$ cat src/sv/hcp_pkg.sv
// ----------------------------------------------------------------------------
// hcp_pkg: shared types and constants of the Huffman code packer
// Widths, function codes, FSM states and controller/datapath links.
// ----------------------------------------------------------------------------
`default_nettype none

package hcp_pkg;

    localparam int MAX_CODE_BITS = 30;
    localparam int TABLE_ENTRIES = 257;

    localparam int FUNC_W  = 2;
    localparam int IDX_W   = $clog2(TABLE_ENTRIES);
    localparam int CODE_W  = 30;
    localparam int LEN_W   = 5;
    localparam int SYM_W   = 8;
    localparam int BYTE_W  = 8;
    localparam int ENTRY_W = CODE_W + LEN_W;

    // Pending bits always stay below one byte.
    localparam int PEND_W  = BYTE_W - 1;
    localparam int PCNT_W  = $clog2(BYTE_W);

    // Accumulator: pending bits, one code, and the ones tail used for padding.
    localparam int ACC_W   = PEND_W + MAX_CODE_BITS + PEND_W;
    localparam int TOT_W   = $clog2(ACC_W + 1);

    localparam logic [IDX_W-1:0] EOS_INDEX = IDX_W'(256);

    typedef enum logic [FUNC_W-1:0] {
        FUNC_LOAD   = 2'd0,
        FUNC_ENCODE = 2'd1,
        FUNC_FLUSH  = 2'd2
    } func_t;

    typedef enum logic [2:0] {
        ST_IDLE,
        ST_LOOK_ENC,
        ST_LOOK_FLUSH,
        ST_EMIT_ENC,
        ST_EMIT_FLUSH
    } state_t;

    typedef struct packed {
        logic ram_we;      // write table entry from input item
        logic ram_re;      // start table read
        logic rd_eos;      // read end-of-string entry instead of symbol
        logic load_enc;    // build accumulator for a symbol
        logic load_flush;  // build accumulator for a flush
        logic emit;        // move one byte to the output register
        logic emit_last;   // that byte ends the item
        logic commit;      // write leftover bits back to pending
        logic clear;       // drop pending bits
    } cmd_t;

    typedef struct packed {
        logic out_free;    // output register can take a byte this cycle
        logic total_ge8;   // a whole byte sits in the accumulator
        logic total_lt16;  // at most one whole byte left
        logic pend_zero;   // nothing pending
    } status_t;

endpackage

`default_nettype wire

$ cat src/sv/hcp_ctrl.sv
// ----------------------------------------------------------------------------
// hcp_ctrl: item sequencer of the Huffman code packer
// Decodes each input item and steps the datapath through lookup and emit.
// ----------------------------------------------------------------------------
`default_nettype none

module hcp_ctrl import hcp_pkg::*; (
    input  wire logic              aclk,
    input  wire logic              aresetn,
    input  wire logic              s_valid,
    output logic                   s_ready,
    input  wire logic [FUNC_W-1:0] s_func,
    input  wire status_t           status,
    output cmd_t                   cmd
);

    state_t state_reg, state_next;
    logic   accept;

    always_ff @(posedge aclk) begin
        if (!aresetn) begin
            state_reg <= ST_IDLE;
        end else begin
            state_reg <= state_next;
        end
    end

    always_comb begin
        state_next = state_reg;
        cmd        = '0;
        s_ready    = 1'b0;
        accept     = 1'b0;
        case (state_reg)
            ST_IDLE: begin
                s_ready = 1'b1;
                accept  = s_valid;
                if (accept) begin
                    case (func_t'(s_func))
                        FUNC_LOAD: begin
                            cmd.ram_we = 1'b1;
                        end
                        FUNC_ENCODE: begin
                            cmd.ram_re = 1'b1;
                            state_next = ST_LOOK_ENC;
                        end
                        FUNC_FLUSH: begin
                            // empty flush: nothing to pad, nothing to emit
                            if (!status.pend_zero) begin
                                cmd.ram_re = 1'b1;
                                cmd.rd_eos = 1'b1;
                                state_next = ST_LOOK_FLUSH;
                            end
                        end
                        default: begin
                        end
                    endcase
                end
            end
            ST_LOOK_ENC: begin
                cmd.load_enc = 1'b1;
                state_next   = ST_EMIT_ENC;
            end
            ST_LOOK_FLUSH: begin
                cmd.load_flush = 1'b1;
                state_next     = ST_EMIT_FLUSH;
            end
            ST_EMIT_ENC: begin
                if (!status.total_ge8) begin
                    cmd.commit = 1'b1;
                    state_next = ST_IDLE;
                end else if (status.out_free) begin
                    cmd.emit      = 1'b1;
                    cmd.emit_last = status.total_lt16;
                    if (status.total_lt16) begin
                        cmd.commit = 1'b1;
                        state_next = ST_IDLE;
                    end
                end
            end
            ST_EMIT_FLUSH: begin
                if (status.out_free) begin
                    cmd.emit      = 1'b1;
                    cmd.emit_last = 1'b1;
                    cmd.clear     = 1'b1;
                    state_next    = ST_IDLE;
                end
            end
            default: begin
                state_next = ST_IDLE;
            end
        endcase
    end

endmodule

`default_nettype wire

$ cat config.mk
export PLATFORM = sky130hd
export DESIGN_NAME = hcp_ctrl
export DESIGN_NICKNAME = d
export VERILOG_FILES = /design/src/sv/hcp_pkg.sv /design/src/sv/hcp_ctrl.sv
export SDC_FILE = /design/constraint.sdc
export NUM_CORES = 1
export LEC_CHECK = 0
export BUFFER_PORTS_ARGS = -buffer_cell sky130_fd_sc_hd__buf_4
export CORE_AREA = 2 2 39 41
export CTS_CLUSTER_DIAMETER = 120
export DETAILED_ROUTE_END_ITERATION = 8
export DIE_AREA = 0 0 41 43
export PLACE_DENSITY = 0.57
export SLEW_MARGIN = 30
export SYNTH_ARGS = -nofsm -noshare
export SYNTH_HDL_FRONTEND = slang
export SYNTH_SLANG_ARGS = --single-unit
$ cat constraint.sdc
create_clock -name aclk -period 1.14 [get_ports aclk]
set_clock_uncertainty 0.15 [all_clocks]
set_input_delay 0 -clock aclk [delete_from_list [all_inputs] [get_ports aclk]]
set_output_delay 0 -clock aclk [all_outputs]
set_load 0.005 [all_outputs]
# ---- After elaboration in Yosys (flattened, before gate mapping)
# Index checks and enable logic that the tools add are counted.
# W data, S select, Z words.
dict set report totals {
  ff_bits 3
  in_bits 9
  output_inout_bits 10
  word_cells 42
}
dict set report classes {
  eq_ne 12
  muxes 26
  reduce_logical 3
}
# operator count
set op_table {}
lappend op_table {{$mux W3} 9}
lappend op_table {{$pmux W3 S5} 1}
lappend op_table {{$mux W1} 10}
lappend op_table {{$ne A3 B3 Y1 const B} 3}
lappend op_table {{$eq A3 B2 Y1 const B} 2}
lappend op_table {{$mux W2} 3}
lappend op_table {{$pmux W3 S2} 1}
lappend op_table {{$reduce_and A6 Y1} 1}
lappend op_table {{$ne A2 B2 Y1 const B} 2}
lappend op_table {{$pmux W2 S2} 1}
lappend op_table {{$eq A3 B1 Y1 const B} 1}
lappend op_table {{$eq A3 B3 Y1 const B} 1}
lappend op_table {{$logic_not A3 Y1} 1}
lappend op_table {{$ne A3 B1 Y1 const B} 1}
lappend op_table {{$eq A2 B1 Y1 const B} 1}
lappend op_table {{$eq A2 B2 Y1 const B} 1}
lappend op_table {{$logic_not A2 Y1} 1}
lappend op_table {{$pmux W1 S2} 1}

# ---- Longest topological paths before layout
dict set report logic_depth {
  depth_word 4
  mapped_depth 6
  ltp_nobuf 6
}

# ---- Worst setup path before layout
# Ideal clock, no wire load.
dict set report synth_path {
  kind {flip-flop to flip-flop}
  start {register state_reg[2]}
  end {register state_reg[1]}
  setup_ps 72
  t_arrival_ps 1031
  t_required_ps 918
  slack_ps -112
  stages_incl_launch_ff 6
  n_path_buf 1
  synth_period_minus_slack_ps 1252
  path_cell_list {dfxtp_1 > buf_6 > and3b_1 > a21o_1 > a21oi_2 > mux2i_1}
}
dict set report synth_via {
  elab_chain_cells 3
  word_cells_on_any_way 13
  cone_classes {eq/ne (10); mux (1); reduce/logical (2)}
}
# item line
set synth_rtl {}
lappend synth_rtl {{start, declared} hcp_ctrl.sv:17} ;# state_t state_reg, state_next;
lappend synth_rtl {{start signal, assigned} hcp_ctrl.sv:24} ;# state_reg <= state_next;
lappend synth_rtl {{$eq A3 B2 Y1 (tied with other cells)} hcp_ctrl.sv:33} ;# case (state_reg)
lappend synth_rtl {{$ne A3 B3 Y1 (no line) (tied with other cells)} n/a}
lappend synth_rtl {{$reduce_and A6 Y1 (no line)} n/a}
# Parallel ways exist; a longest one is shown, timed or not.
# A chain may end at the register's enable or synchronous reset.

==> run_results.csv <==
group,metric,value,unit
die,io_pins,19,
setup_path,path_max_fanout,5,
clock_network,cts_buffers,3,
flow_run,cap_violations,0,
timing,hold_violations,1,
die,core_area,0.001384,mm²
timing,period_share,1.224,
place,place_ws,-0.1662,ns
clock_network,cts.clk_slew.worst_paths,0.03,ns
power_and_ir_drop,clkPwrFrac,0.327,
yosys,syn_area_per_cell,8.526,µm²
route,totalWireLength,1025,µm
hold_path,min_path_cells,4,
global_route,first_global_vias,457,
yosys,ys.flop_type,"dfxtp_1",
power_and_ir_drop,swShare,0.2770,
power_and_ir_drop,cellInternalPower,0.4078,mW
setup_path,arrival,1.25,ns
yosys,synthCells,43,
global_route,track_usage,0.1454,
yosys,synthDistinctLibCells,25,
setup_path,cp-end-kind,"primary output",
place,dp_hpwl,756.7,µm
place,gp_congestion,0.7231,
layout,area_delta_synth_final,100.3,%
timing,min_period,1.396,ns
setup_path,rr_worst_depth,6,
layout,diodes,0,
power_and_ir_drop,power-per-cell-area,767.9,mW/mm²
clock_network,cts_tree,"done",
yosys,async_flop_share,0,
clock_network,root_buffer,"clkbuf_4",
yosys,yosysWarnings,0,
setup_path,reg2reg_from,"state_reg[2]$_SDFFE_PN0P_",
timing,fmax,0.7165,GHz
outcome,run_status,"finished with violations",
layout,fillers,142,
clock_network,clock_sinks,3,
power_and_ir_drop,ir_drop,0.4067,mV
place,port-buffer-count,18,
die,die_y,43,µm
route,vias,454,
hold_path,hold-path-endpoint,"state_reg[0]$_SDFFE_PN0P_",
setup_path,reg2reg_to,"state_reg[1]$_SDFFE_PN0P_",
die,rows,14,
hold_path,min-delay-start,"status[1]",
timing,fin_setup_tns,-1.897,ns
global_route,grt_start_max_net_pins,6,
route,drt_pass1_iterations,4,
timing,rsz0062_at_grt,"true",
timing,whs,-0.02832,ns
clock_network,cts_htree_levels,1,
timing,tightest_slew,0.2267,ns
route,drcViolationCount,0,
die,initial_core_util,0.2649,
power_and_ir_drop,p_comb_frac,0.454,
layout,largest_reg_flops,3,
die,design.die.area,0.001763,mm²
power_and_ir_drop,p_sw,0.1562,mW
setup_path,required,0.99,ns
route,final_antenna_net_count,0,
layout,layout-drive-gt1-share,0.6265,
timing,slew_violations,0,
global_route,antenna_found_initial,0,
clock_network,clk_latency,0.23,ns
yosys,synth-seq-cells,3,
yosys,syn_nets,55,
power_and_ir_drop,seq_power_share,0.219,
global_route,grt_first_pass_wirelength,1683,µm
power_and_ir_drop,leakage,0.3817,nW
setup_path,critPathLaunchType,"flip-flop",
route,avgRoutedWirePerCell,10.35,µm
layout,design_area,734.5,µm²
outcome,violations,"hold timing, setup timing",
die,chipWidth,41,µm
hold_path,hold_class,"primary input to flip-flop",
timing,setup-violations-final,11,
timing,fin_ws,-0.2557,ns
yosys,synth_edf_count,0,
yosys,mappedNetlistArea,366.6,µm²
yosys,seq_area_frac_synth,0.1638,
setup_path,critPathKind,"flip-flop to primary output",
timing,slew-limit-headroom,0.8485,
place,placed_cell_area,585.6,µm²
setup_path,reg2reg_slack,-0.23,ns
layout,fin_nets,96,
route,viasPerCell,4.586,
route,drt_iter0_markers,12,
clock_network,clock_path_buffers,2,
global_route,grt.overflow.total,0,
timing repair:
item	in CTS	in global routing
hold endpoints to repair	3	0
buffers inserted	5	1
hold buffers	3	0
resized for setup	16	1
setup endpoints to repair	12	12
pin swaps	8	4
gates cloned	0	0
critical path, stage by stage, from the launching register on:
cell	delay, ns
dfxtp_2	0.33
buf_6	0.13
nor3_4	0.25
o2111a_1	0.21
buf_4	0.10
synthesized netlist by cell type (2+ instances only):
| cell type | instances | share of area |
|---|---|---|
| and3_1 | 3 | 0.051 |
| buf_6 | 3 | 0.092 |
| dfxtp_1 | 3 | 0.16 |
| ha_1 | 3 | 0.10 |
| nor2_1 | 3 | 0.031 |
| nor2b_1 | 3 | 0.051 |
| nor3b_1 | 3 | 0.061 |
| inv_1 | 2 | 0.020 |
| mux2i_1 | 2 | 0.055 |
| nand2_1 | 2 | 0.020 |
| o21ai_0 | 2 | 0.027 |
cells in the final DEF, fill, tap and decap left out, drive strengths merged, types with 2 or more instances in the layout:
master	instances
and3	3
dfxtp	3
nand2	2
nor2	3
mux2i	2
nor3b	3
dlygate4sd3	3
o21ai	2
ha	3
nor2b	4
buf	37
a21oi	2
inv	2
clkbuf	4
power groups by stage:
| stage | sequential, mW | combinational, mW | clock [mW] |
|---|---|---|---|
| global placement | 0.126 | 0.191 | 0 |
| finish | 0.123 | 0.256 | 0.185 |
| floorplan | 0.118 | 0.101 | 0 |
| detailed placement | 0.126 | 0.191 | 0 |
| global route | 0.125 | 0.279 | 0.196 |
| CTS | 0.123 | 0.253 | 0.193 |
layout make-up:
type / instances / area [µm²] / area share
sequential: 3 / 68.82 / 0.09370
timing repair buffer: 40 / 326.6 / 0.4446
inverter: 2 / 7.507 / 0.01022
multi-input combinational: 34 / 285.3 / 0.3884
tap: 16 / 20.02 / 0.02726
clock buffer: 4 / 26.28 / 0.03578
metal layers:
layer / share of wire / up-vias / track usage
li1: - / 232 / -
met3: 0.070 / 2 / 0.03141
met1: 0.36 / 200 / 0.1410
met5: 0 / - / 0
met4: 0.019 / 0 / 0.1000
met2: 0.55 / 20 / 0.2500
through the flow:
step / total power, mW / util / hold slack, ns / std cells
5_1_grt: 0.6004 / 0.5307 / 0.003660 / 99
2_1_floorplan: 0.2184 / - / -0.03651 / 43
3_3_place_gp: 0.3166 / 0.4231 / 0.1428 / 87
6_report: 0.5640 / 0.5307 / -0.02832 / 99
4_1_cts: 0.5692 / 0.5307 / -0.02457 / 99
3_5_place_dp: 0.3168 / 0.4231 / 0.1451 / 87
worst max path at each step:
stage,startpoint,end,depth (start not counted),slack (ns)
floorplan,state_reg[2]$_SDFFE_PN0P_,state_reg[1]$_SDFFE_PN0P_,5,-0.11
global placement,state_reg[2]$_SDFFE_PN0P_,state_reg[1]$_SDFFE_PN0P_,4,-0.17
detailed placement,state_reg[2]$_SDFFE_PN0P_,state_reg[1]$_SDFFE_PN0P_,4,-0.17
CTS,state_reg[1]$_SDFFE_PN0P_,cmd[7],4,-0.28
global route,state_reg[2]$_SDFFE_PN0P_,cmd[7],4,-0.32
finish,state_reg[2]$_SDFFE_PN0P_,cmd[7],4,-0.26
logic make-up (layout without fill, tap and decap cells):
group,Yosys count,in the layout,synth area share
compound gates,10,10,0.1980
fa+ha+maj,3,3,0.1024
buf+inv,6,46,0.1331
flops,3,3,0.1638
mux,2,2,0.05461
simple gates,19,19,0.3481
Note: power is estimated with default switching activity, not from simulation.
